File: src/rtl/core/double_ended_queue_unit_defines.svh
// Assertion macros shared by the deque RTL.
`ifndef DOUBLE_ENDED_QUEUE_UNIT_DEFINES_SVH
`define DOUBLE_ENDED_QUEUE_UNIT_DEFINES_SVH

// Same-cycle implication, checked outside reset.
`define DQU_ASSERT_NOW(label, clk, rst_n, ante, cons, msg) \
	label: assert property (@(posedge clk) disable iff (!(rst_n)) (ante) |-> (cons)) \
		else $error(msg);

// Next-cycle implication, checked outside reset.
`define DQU_ASSERT_NEXT(label, clk, rst_n, ante, cons, msg) \
	label: assert property (@(posedge clk) disable iff (!(rst_n)) (ante) |=> (cons)) \
		else $error(msg);

`endif

File: src/rtl/core/dqu_pkg.sv
// Package for the deque: widths, operation and status codes, cell control struct.
`timescale 1ns / 1ps
package dqu_pkg;

	localparam int unsigned DEPTH_DEF   = 16;
	localparam int unsigned WORD_W      = 32;
	localparam int unsigned FUNC_W      = 3;
	localparam int unsigned STATUS_W    = 2;
	localparam int unsigned COUNT_OUT_W = 5;

	typedef logic signed [WORD_W-1:0] word_t;

	typedef enum logic [FUNC_W-1:0] {
		FN_PUSH_BACK  = 3'd0,
		FN_PUSH_FRONT = 3'd1,
		FN_POP_FRONT  = 3'd2,
		FN_POP_BACK   = 3'd3,
		FN_CLEAR      = 3'd4
	} func_t;

	typedef enum logic [STATUS_W-1:0] {
		ST_DONE      = 2'd0,
		ST_UNDERFLOW = 2'd1,
		ST_OVERFLOW  = 2'd2
	} status_t;

	// Per-row control: shift toward the tail with a new word at the head,
	// shift toward the head, or write the new word just past the last entry.
	typedef struct packed {
		logic push_head;
		logic pop_head;
		logic push_tail;
	} dqu_ctl_t;

endpackage

File: src/rtl/core/dqu_cell.sv
// One storage cell of a deque row; takes from either neighbor or the new word.
`timescale 1ns / 1ps
module dqu_cell #(
	parameter int unsigned DEPTH = dqu_pkg::DEPTH_DEF,
	parameter int unsigned INDEX = 0
) (
	input  logic                         clk,
	input  dqu_pkg::dqu_ctl_t            ctl,
	input  logic [$clog2(DEPTH+1)-1:0]   count,
	input  dqu_pkg::word_t               value,
	input  dqu_pkg::word_t               prev_word,
	input  dqu_pkg::word_t               next_word,
	output dqu_pkg::word_t               word
);

	localparam int unsigned CW = $clog2(DEPTH + 1);

	dqu_pkg::word_t word_q;

	always_ff @(posedge clk) begin
		if (ctl.push_head) begin
			word_q <= prev_word;
		end else if (ctl.pop_head) begin
			word_q <= next_word;
		end else if (ctl.push_tail && (count == CW'(INDEX))) begin
			word_q <= value;
		end
	end

	assign word = word_q;

endmodule

File: src/rtl/core/dqu_ctrl.sv
// Operation decode, entry count and status register for the deque.
`timescale 1ns / 1ps
module dqu_ctrl #(
	parameter int unsigned DEPTH = dqu_pkg::DEPTH_DEF
) (
	input  logic                             clk,
	input  logic                             arst_n,
	input  logic                             accept,
	input  logic [dqu_pkg::FUNC_W-1:0]       func,
	output dqu_pkg::dqu_ctl_t                front_ctl,
	output dqu_pkg::dqu_ctl_t                back_ctl,
	output logic [$clog2(DEPTH+1)-1:0]       count,
	output dqu_pkg::status_t                 status
);

	localparam int unsigned CW = $clog2(DEPTH + 1);

	logic [CW-1:0]    count_q;
	logic [CW-1:0]    count_d;
	dqu_pkg::status_t status_q;
	dqu_pkg::status_t status_d;
	logic             full;
	logic             empty;

	assign full  = (count_q == CW'(DEPTH));
	assign empty = (count_q == '0);

	always_comb begin
		front_ctl = '0;
		back_ctl  = '0;
		count_d   = count_q;
		status_d  = status_q;
		if (accept) begin
			status_d = dqu_pkg::ST_DONE;
			unique case (dqu_pkg::func_t'(func))
				dqu_pkg::FN_PUSH_BACK: begin
					if (full) begin
						status_d = dqu_pkg::ST_OVERFLOW;
					end else begin
						front_ctl.push_tail = 1'b1;
						back_ctl.push_head  = 1'b1;
						count_d             = count_q + CW'(1);
					end
				end
				dqu_pkg::FN_PUSH_FRONT: begin
					if (full) begin
						status_d = dqu_pkg::ST_OVERFLOW;
					end else begin
						front_ctl.push_head = 1'b1;
						back_ctl.push_tail  = 1'b1;
						count_d             = count_q + CW'(1);
					end
				end
				dqu_pkg::FN_POP_FRONT: begin
					if (empty) begin
						status_d = dqu_pkg::ST_UNDERFLOW;
					end else begin
						front_ctl.pop_head = 1'b1;
						count_d            = count_q - CW'(1);
					end
				end
				dqu_pkg::FN_POP_BACK: begin
					if (empty) begin
						status_d = dqu_pkg::ST_UNDERFLOW;
					end else begin
						back_ctl.pop_head = 1'b1;
						count_d           = count_q - CW'(1);
					end
				end
				dqu_pkg::FN_CLEAR: begin
					count_d = '0;
				end
				default: begin
					// unused codes: report current state
				end
			endcase
		end
	end

	always_ff @(posedge clk or negedge arst_n) begin
		if (!arst_n) begin
			count_q  <= '0;
			status_q <= dqu_pkg::ST_DONE;
		end else begin
			count_q  <= count_d;
			status_q <= status_d;
		end
	end

	assign count  = count_q;
	assign status = status_q;

endmodule

File: src/rtl/core/double_ended_queue_unit.sv
// Top level of the bounded deque: two rows of cells, one anchored at each end.
// A result is registered: it is valid in the cycle after its item's transfer is accepted.
// Throughput: one item per cycle; a new item is taken when the result slot is free or drains.
// On a transfer each cell holds or updates once, from a neighbor or the input word.
// Reset clears the count, status and result valid; cell contents stay undefined until written.
`timescale 1ns / 1ps
`include "double_ended_queue_unit_defines.svh"
module double_ended_queue_unit #(
	parameter int unsigned DEPTH = dqu_pkg::DEPTH_DEF
) (
	input  logic                                clk,
	input  logic                                arst_n,
	// item channel
	input  logic                                in_valid,
	output logic                                in_stall,
	input  logic [dqu_pkg::FUNC_W-1:0]          func,
	input  logic signed [dqu_pkg::WORD_W-1:0]   value,
	// result channel
	output logic                                out_valid,
	input  logic                                out_stall,
	output logic [dqu_pkg::STATUS_W-1:0]        status,
	output logic signed [dqu_pkg::WORD_W-1:0]   front_value,
	output logic signed [dqu_pkg::WORD_W-1:0]   back_value,
	output logic [dqu_pkg::COUNT_OUT_W-1:0]     entry_count,
	output logic                                is_empty
);

	localparam int unsigned CW = $clog2(DEPTH + 1);

	// The front row keeps the front entry in cell 0 and grows toward higher
	// cells; the back row mirrors it with the back entry in cell 0. Every
	// operation is then a shift or a single-cell write in each row, and both
	// reported words come from fixed cells with no read mux.
	dqu_pkg::word_t    front_row [DEPTH];
	dqu_pkg::word_t    back_row  [DEPTH];
	dqu_pkg::dqu_ctl_t front_ctl;
	dqu_pkg::dqu_ctl_t back_ctl;
	dqu_pkg::status_t  status_w;
	logic [CW-1:0]     count_w;
	logic              accept;
	logic              out_valid_q;

	// A transfer happens when the result slot is empty or is being taken.
	assign in_stall = out_valid_q & out_stall;
	assign accept   = in_valid & ~in_stall;

	dqu_ctrl #(
		.DEPTH(DEPTH)
	) u_ctrl (
		.clk      (clk),
		.arst_n   (arst_n),
		.accept   (accept),
		.func     (func),
		.front_ctl(front_ctl),
		.back_ctl (back_ctl),
		.count    (count_w),
		.status   (status_w)
	);

	for (genvar i = 0; i < DEPTH; i++) begin : g_cell
		dqu_pkg::word_t fr_prev;
		dqu_pkg::word_t fr_next;
		dqu_pkg::word_t bk_prev;
		dqu_pkg::word_t bk_next;

		// head cell takes the new word on a head push
		if (i == 0) begin : g_head
			assign fr_prev = value;
			assign bk_prev = value;
		end else begin : g_body
			assign fr_prev = front_row[i-1];
			assign bk_prev = back_row[i-1];
		end

		// last cell holds on a head pop; its content is past the count then
		if (i == DEPTH - 1) begin : g_last
			assign fr_next = front_row[i];
			assign bk_next = back_row[i];
		end else begin : g_inner
			assign fr_next = front_row[i+1];
			assign bk_next = back_row[i+1];
		end

		dqu_cell #(
			.DEPTH(DEPTH),
			.INDEX(i)
		) u_front_cell (
			.clk      (clk),
			.ctl      (front_ctl),
			.count    (count_w),
			.value    (value),
			.prev_word(fr_prev),
			.next_word(fr_next),
			.word     (front_row[i])
		);

		dqu_cell #(
			.DEPTH(DEPTH),
			.INDEX(i)
		) u_back_cell (
			.clk      (clk),
			.ctl      (back_ctl),
			.count    (count_w),
			.value    (value),
			.prev_word(bk_prev),
			.next_word(bk_next),
			.word     (back_row[i])
		);
	end

	// Result valid: set by a transfer, dropped once taken.
	always_ff @(posedge clk or negedge arst_n) begin
		if (!arst_n) begin
			out_valid_q <= 1'b0;
		end else if (accept) begin
			out_valid_q <= 1'b1;
		end else if (!out_stall) begin
			out_valid_q <= 1'b0;
		end
	end

	// State only moves on a transfer, so the registered state is the result.
	assign out_valid   = out_valid_q;
	assign status      = status_w;
	assign is_empty    = (count_w == '0);
	assign entry_count = dqu_pkg::COUNT_OUT_W'(count_w);
	assign front_value = is_empty ? '0 : front_row[0];
	assign back_value  = is_empty ? '0 : back_row[0];

	`DQU_ASSERT_NOW(a_count_bound, clk, arst_n, 1'b1, count_w <= CW'(DEPTH), "count above depth")
	`DQU_ASSERT_NEXT(a_full_push, clk, arst_n, accept && count_w == CW'(DEPTH) && (func == dqu_pkg::FN_PUSH_BACK || func == dqu_pkg::FN_PUSH_FRONT), status == dqu_pkg::ST_OVERFLOW && $stable(count_w), "push on full not refused")
	`DQU_ASSERT_NEXT(a_empty_pop, clk, arst_n, accept && count_w == '0 && (func == dqu_pkg::FN_POP_FRONT || func == dqu_pkg::FN_POP_BACK), status == dqu_pkg::ST_UNDERFLOW && is_empty, "pop on empty not refused")
	`DQU_ASSERT_NEXT(a_back_push, clk, arst_n, accept && count_w < CW'(DEPTH) && func == dqu_pkg::FN_PUSH_BACK, back_value == $past(value), "back push word not at back")
	`DQU_ASSERT_NEXT(a_front_push, clk, arst_n, accept && count_w < CW'(DEPTH) && func == dqu_pkg::FN_PUSH_FRONT, front_value == $past(value), "front push word not at front")

endmodule
File: config.mk
export PLATFORM = sky130hd
export DESIGN_NAME = double_ended_queue_unit
export DESIGN_NICKNAME = d
export VERILOG_FILES = /design/src/rtl/core/dqu_pkg.sv /design/src/rtl/core/dqu_cell.sv /design/src/rtl/core/dqu_ctrl.sv /design/src/rtl/core/double_ended_queue_unit.sv
export VERILOG_INCLUDE_DIRS = /design/src /design/src/rtl/core
export SDC_FILE = /design/constraint.sdc
export NUM_CORES = 2
export LEC_CHECK = 0
export BUFFER_PORTS_ARGS = -buffer_cell sky130_fd_sc_hd__buf_2
export CAP_MARGIN = 20
export CORE_ASPECT_RATIO = 0.75
export CORE_MARGIN = 2
export CORE_UTILIZATION = 35
export DETAILED_ROUTE_END_ITERATION = 6
export PLACE_DENSITY = 0.5
export SLEW_MARGIN = 10
export SYNTH_ARGS = -nofsm -noshare
export SYNTH_HDL_FRONTEND = slang
export SYNTH_SLANG_ARGS = --single-unit
File: constraint.sdc
create_clock -name clk -period 5 [get_ports clk]
set_input_delay 0.5 -clock clk [delete_from_list [all_inputs] [get_ports clk]]
set_output_delay 0.5 -clock clk [all_outputs]
set_load 0.02 [all_outputs]
==> Yosys cells after proc, flatten, opt, wreduce, memory -nomap -nowiden <==
Index checks and enable logic that the tools add are counted.
{ "totals": {"regBits": 1032, "wordCells": 251, "out_inout_bits": 74, "in_bits": 39} }
{ "op_classes": {"bitwise_logic": 3, "reduce_logical": 72, "muxes": 114, "n_addsub": 2, "n_eq_ne": 25} }
{ "op_table": {"columns": ["operator", "count"], "rows": [
  ["2-to-1 mux 32 bit", 98],
  ["nonzero test 3 bit", 31],
  ["equality test 5 x 4 -> 1 bit (second input constant)", 8],
  ["logical AND 1 bit", 32],
  ["equality test 5 x 3 -> 1 bit (second input constant)", 4],
  ["one-hot mux 5 bit (3 select lines)", 1],
  ["equality test 5 x 2 -> 1 bit (second input constant)", 2],
  ["2-to-1 mux 5 bit", 2],
  ["2-to-1 mux 1 bit", 9],
  ["equality test 3 x 2 -> 1 bit (second input constant)", 2],
  ["2-to-1 mux 3 bit", 2],
  ["inequality test 2 x 1 -> 1 bit (second input constant)", 3],
  ["adder 5 x 1 -> 5 bit (second input constant)", 1],
  ["equality test 5 x 1 -> 1 bit (second input constant)", 1],
  ["equality test 5 bit (second input constant)", 1],
  ["logical NOT 5 bit", 1],
  ["subtractor 5 x 1 -> 5 bit (second input constant)", 1],
  ["inequality test 2 bit (second input constant)", 2],
  ["one-hot mux 2 bit (2 select lines)", 1],
  ["AND reduction 2 bit", 2],
  ["AND reduction 4 bit", 1],
  ["nonzero test 2 bit", 2],
  ["OR reduction 2 bit", 2],
  ["equality test 3 x 1 -> 1 bit (second input constant)", 1],
  ["5 further kinds", 6]
]} }

==> Depth between registers and ports, before layout <==
{ "depth": {"depth_word": 8, "mapped_depth": 11, "depth_no_buf": 7} }

==> By module <==
From an unflattened synthesis, not the netlist that was laid out.
{ "unflattened": {"hier_cells": 4690, "hier_area_um2": 55331.8} }
{ "by_module_without_submodules": {"columns": ["module", "cells_per_inst", "area_each_um2", "seq_area_each_um2", "n_inst"], "rows": [
  ["dqu_cell (g_cell[10].u_back_cell ...)", 142, 1690.4, 960.9, 8],
  ["dqu_cell (g_cell[1].u_back_cell ...)", 142, 1689.1, 960.9, 8],
  ["dqu_cell (g_cell[11].u_back_cell ...)", 141, 1686.6, 960.9, 6],
  ["dqu_cell (g_cell[13].u_back_cell ...)", 143, 1690.4, 960.9, 4],
  ["dqu_cell (g_cell[0].u_back_cell ...)", 142, 1686.6, 960.9, 4],
  ["dqu_cell (g_cell[3].u_back_cell ...)", 141, 1685.4, 960.9, 2],
  ["double_ended_queue_unit", 85, 678.2, 25.0, 1],
  ["dqu_ctrl", 65, 619.3, 175.2, 1]
]} }

==> Worst setup path before layout <==
Ideal clock, no wire load.
{ "synth_timing": {"path_kind": "reg-to-reg", "start": "register u_ctrl.count_q[0] (netlist: u_ctrl.count[0])", "end": "register g_cell[11].u_front_cell.word_q[0], enable pin", "period_less_slack_ns": 4.731, "n_path_buf": 2, "t_required_ns": 4.534, "arrival_ns": 4.265, "setup_time_ns": 0.466, "stages_incl_launch_ff": 9, "setup_slack_ns": 0.269, "cell_sequence": "dfrtp_1 inv_1 ha_1 nand4bb_1 nand4_1 clkbuf_1 clkbuf_1 or2_2 o21ai_0"} }
{ "synth_between": {"elab_chain_cells": 6, "elab_cells_between_ends": 11, "classes_between": "eq/ne (2); mux (6); reduce/logical (3)"} }
{ "synth_rtl": {"columns": ["item", "line_no", "text"], "rows": [
  ["from (decl)", "dqu_ctrl.sv:18", "logic [CW-1:0] count_q;"],
  ["from (signal assigned)", "dqu_ctrl.sv:85", "count_q <= count_d;"],
  ["equality test 5 bit", "dqu_ctrl.sv:25", "assign full = (count_q == CW'(DEPTH));"],
  ["2-to-1 mux 1 bit", "dqu_ctrl.sv:37, dqu_ctrl.sv:46", null],
  ["2-to-1 mux 1 bit", "dqu_ctrl.sv:35", "unique case (dqu_pkg::func_t'(func))"],
  ["2-to-1 mux 3 bit", "dqu_ctrl.sv:33", "if (accept) begin"],
  ["logical AND 1 bit", "dqu_cell.sv:25", "end else if (ctl.push_tail && (count == CW'(INDEX))) begin"],
  ["nonzero test 3 bit (no source line) *", null, null],
  ["to (signal assigned)", "dqu_cell.sv:22", "word_q <= prev_word;"],
  ["to (signal assigned)", "dqu_cell.sv:24", "word_q <= next_word;"],
  ["to (signal assigned)", "dqu_cell.sv:26", "word_q <= value;"],
  ["to (decl)", "dqu_cell.sv:18", "dqu_pkg::word_t word_q;"]
]} }
Every way passes the cells marked *; elsewhere a longest branch is shown, timed or not.
A chain may end at the register's enable or synchronous reset.

==> Worst setup path after layout <==
{ "layout_timing": {"start": "register u_ctrl.count_q[0] (netlist: u_ctrl.count[0])", "end": "register g_cell[4].u_back_cell.word_q[16], data pin"} }
{ "layout_between": {"elab_chain_cells": 6, "elab_cells_between_ends": 9, "classes_between": "eq/ne (1); mux (7); reduce/logical (1)"} }
{ "layout_rtl": {"columns": ["item", "line_no", "text"], "rows": [
  ["logical NOT 5 bit", "dqu_ctrl.sv:26", "assign empty = (count_q == '0);"],
  ["2-to-1 mux 1 bit", "dqu_ctrl.sv:63", "if (empty) begin"],
  ["2-to-1 mux 1 bit", "dqu_ctrl.sv:35", null],
  ["2-to-1 mux 3 bit *", "dqu_ctrl.sv:33", null],
  ["2-to-1 mux 32 bit", "dqu_cell.sv:23", "end else if (ctl.pop_head) begin"],
  ["2-to-1 mux 32 bit *", "dqu_cell.sv:21", "if (ctl.push_head) begin"],
  ["to (signal assigned)", "dqu_cell.sv:22", null],
  ["to (signal assigned)", "dqu_cell.sv:24", null],
  ["to (signal assigned)", "dqu_cell.sv:26", null],
  ["to (decl)", "dqu_cell.sv:18", null]
]} }
Marked as above.

==> flow_metrics.env <==
export IMPL_timing_rr_start="u_ctrl.count[0]"
export IMPL_ff_latch_area_um2=30900
export IMPL_min_from="out_stall"
export IMPL_htree_num_levels=3
export IMPL_fin_ws_ns=0.728
export IMPL_instances_no_fill=4598
export IMPL_cts_resized=0
export IMPL_first_iter_violations=4088
export IMPL_critical_path_required_ns=5.56
export IMPL_avgViaCountPerCell=6.30
export IMPL_cts_buffers=103
export IMPL_worstHoldPathCells=3
export IMPL_dp_hpwl_mm=71.9
export IMPL_ir_worst_vdd_mv=0.246
export IMPL_synth_ff_type="edfxtp_1"
export IMPL_nNetsFinal=2891
export IMPL_ys_seq_area_frac=0.690
export IMPL_fin_skew_ns=0.0293
export IMPL_worstSkewPairLatency_ns=0.70
export IMPL_cap_violations=0
export IMPL_initial_utilization=0.353
export IMPL_synth_distinct_cells=46
export IMPL_slew_headroom=0.187
export IMPL_violations="DRC"
export IMPL_finalCritPeriodShare=0.854
export IMPL_syn_area_um2=44800
export IMPL_route_vias_total=29000
export IMPL_setup_tns_ns=0
export IMPL_rsz0062_at_grt="false"
export IMPL_fin_area_um2=50000
export IMPL_finalSetupViolCount=0
export IMPL_pin_count=113
export IMPL_postSynthCellCount=2940
export IMPL_core_um2=127000
export IMPL_crit_arrival_ns=4.83
export IMPL_cts_sinks=1032
export IMPL_utilization=0.394
export IMPL_yosys_register_bits=1032
export IMPL_area_delta_synth_final_pct=11.4
export IMPL_outcome="complete, but fails checks"
export IMPL_async_flop_share=0.00775
export IMPL_multi_input_area_um2=12300
export IMPL_rr_endpoint="g_cell[4].u_back_cell.word[16]"
export IMPL_io_buffers=112
export IMPL_final_min_clock_period_ns=4.27
export IMPL_finalHoldViolCount=0
export IMPL_grt_first_pass_wirelength_mm=186
export IMPL_rrSetupSlack_ns=0.73
export IMPL_critical_path_class="reg -> reg"
export IMPL_hp_class="in -> reg"
export IMPL_cts_clk_slew_worst_paths_ns=0.07
export IMPL_grt_max_degree=264
export IMPL_first_global_vias=27600
export IMPL_placed_cells=4404
export IMPL_grt_usage=0.187
export IMPL_drive_gt1_frac=0.128
export IMPL_cts_tree="yes"
export IMPL_pre_cts_ws_ns=0.953
export IMPL_synth_avg_cell_area_um2=15.2
export IMPL_die_h_um=314
export IMPL_dr_pass1_iters=7
export IMPL_holdPathEnd="out_valid"
export IMPL_path_max_fanout=210
export IMPL_fillCellCount=11500
export IMPL_synth_edff_count=1024
export IMPL_worst_pin_slew_ns=1.22
export IMPL_place_congestion=0.781
export IMPL_yosysWarnings=0
export IMPL_wl_per_cell_um=27.5
export IMPL_slew_viol_final=0
export IMPL_synth_fp_nets=2985
export IMPL_remaining_drc_errors=3
export IMPL_rows=113
export IMPL_worstRegToRegCells=7
export IMPL_cp_startpoint="u_ctrl.count[0]"
export IMPL_die_x_um=417
export IMPL_place_area_um2=46600
export IMPL_p_per_area_nw_per_um2=402
export IMPL_ant_nets=0
export IMPL_overflow=0
export IMPL_clock_path_buffers=3
export IMPL_worstSetupEndpointType="register"
export IMPL_clockRootBuffer="clkbuf_16"
export IMPL_routed_wl_mm=126
export IMPL_p_leak_uw=0.0168
export IMPL_die_area_um2=131000
export IMPL_fmax_mhz=234
export IMPL_critPathLaunchType="register"
export IMPL_grt_antenna_before_repair=8
-- cell usage after synthesis (2+ instances only) --
cell      count  area (um^2)
nor2_1        3         11.3
o21ai_0      29          145
nand2_1     404         1520
ha_1          6         75.1
a21o_1        2         15.0
or2_2         3         18.8
mux2i_1       2         20.0
o32ai_1       2         17.5
nor2b_1       2         12.5
a221oi_1      3         26.3
and2_1       65          407
buf_4        51          383
nand4_1       2         12.5
nand3_1       4         20.0
a221o_1     896         8970
nand4_4       2         42.5
and4_1        2         17.5
and3_1       66          413
buf_6        15          169
nand2b_1      3         18.8
buf_2       114          571
nor4_2        2         25.0
dfrtp_1       8          200
o31ai_1       3         22.5
clkbuf_1    181          679
buf_1        21         78.8
inv_1         5         18.8
nor2_2        2         12.5
edfxtp_1   1024        30700
a21oi_1       2         10.0
-- cell usage in the layout, fill, tap and decap left out, types with 3 or more instances in the layout --
| master | n |
|---|---|
| edfxtp_1 | 1024 |
| a221o_1 | 896 |
| nand2_1 | 402 |
| buf_2 | 112 |
| clkbuf_16 | 106 |
| and3_1 | 66 |
| and2_1 | 65 |
| buf_4 | 56 |
| o21ai_4 | 28 |
| clkbuf_1 | 26 |
| clkinv_2 | 19 |
| clkinv_1 | 17 |
| buf_12 | 11 |
| bufinv_16 | 8 |
| dfrtp_1 | 8 |
| ha_1 | 6 |
| inv_1 | 5 |
| clkinvlp_4 | 5 |
| nand3_1 | 4 |
| diode_2 | 3 |
| nor2_1 | 3 |
| nand2b_1 | 3 |
| or2_2 | 3 |
| a221oi_1 | 3 |
| clkbuf_8 | 3 |
-- cell type report --
| type | instances | area share |
|---|---|---|
| flip-flops and latches | 1032 | 0.620 |
| multi-input cells | 1520 | 0.247 |
| clock buffers | 135 | 0.0559 |
| well taps | 1667 | 0.0418 |
| repair buffers | 183 | 0.0255 |
| clock inverters | 52 | 0.00942 |
| inverters | 6 | 0.000501 |
| diodes | 3 | 0.000150 |
-- worst max path at each step --
stage	endpoint	slack, ns	depth (start not counted)
3_5_place_dp	g_cell[8].u_back_cell.word[21]	0.95	7
4_1_cts	front_value[29]	0.91	6
6_report	g_cell[4].u_back_cell.word[16]	0.73	7
5_1_grt	g_cell[10].u_back_cell.word[24]	0.55	7
3_3_place_gp	g_cell[2].u_front_cell.word[25]	1.16	7
2_1_floorplan	g_cell[11].u_front_cell.word[0]	0.27	8
-- flip-flops by register name (all words and copies together), names as in the netlist --
signal and cells:
out_valid 1, g_cell.u_back_cell.word 512, g_cell.u_front_cell.word 512, u_ctrl.count 5, u_ctrl.status 2
-- metrics by stage --
step	power [uW]	hold WS (ns)
6_report	20100	0.206
5_1_grt	20800	0.181
4_1_cts	20300	0.157
3_5_place_dp	12500	0.409
3_3_place_gp	12500	0.409
2_1_floorplan	11700	0.204
-- cells by family after synthesis --
kind of cell | after synthesis | synth area share
DFF | 1032 | 0.690
and+or+nand+nor | 565 | 0.0574
adders and majority gates | 6 | 0.00167
buffers and inverters | 388 | 0.0425
AOI/OAI and AO/OA | 946 | 0.207
muxes | 3 | 0.000698
-- report_power, final --
| group | internal (uW) | leakage (uW) | switching [uW] | total [uW] |
|---|---|---|---|---|
| Clock | 4330 | 0.00159 | 3410 | 7740 |
| Sequential | 10000 | 0.00944 | 243 | 10300 |
| Combinational | 696 | 0.00575 | 1390 | 2090 |
| Total | 15100 | 0.0168 | 5040 | 20100 |
-- worst max-delay path, stage by stage, from the launching register on --
cell,delay (ns)
dfrtp_1,0.48
inv_1,0.19
ha_1,0.29
nand4bb_1,0.24
and4_4,0.70
buf_4,0.95
buf_12,0.59
a221o_1,0.31
-- metal layers --
layer  track usage  part of all wire
met5             0          0.000095
met4        0.0522             0.026
met3        0.0318             0.073
met2         0.277              0.44
met1         0.281              0.46
-- repair_timing --
action	4_1_cts	5_1_grt
endpoints found under the setup margin	0	0
buffers inserted	0	0
hold endpoints to repair	9	0
hold buffers	2	0
Power figures use the tool's default switching activity.
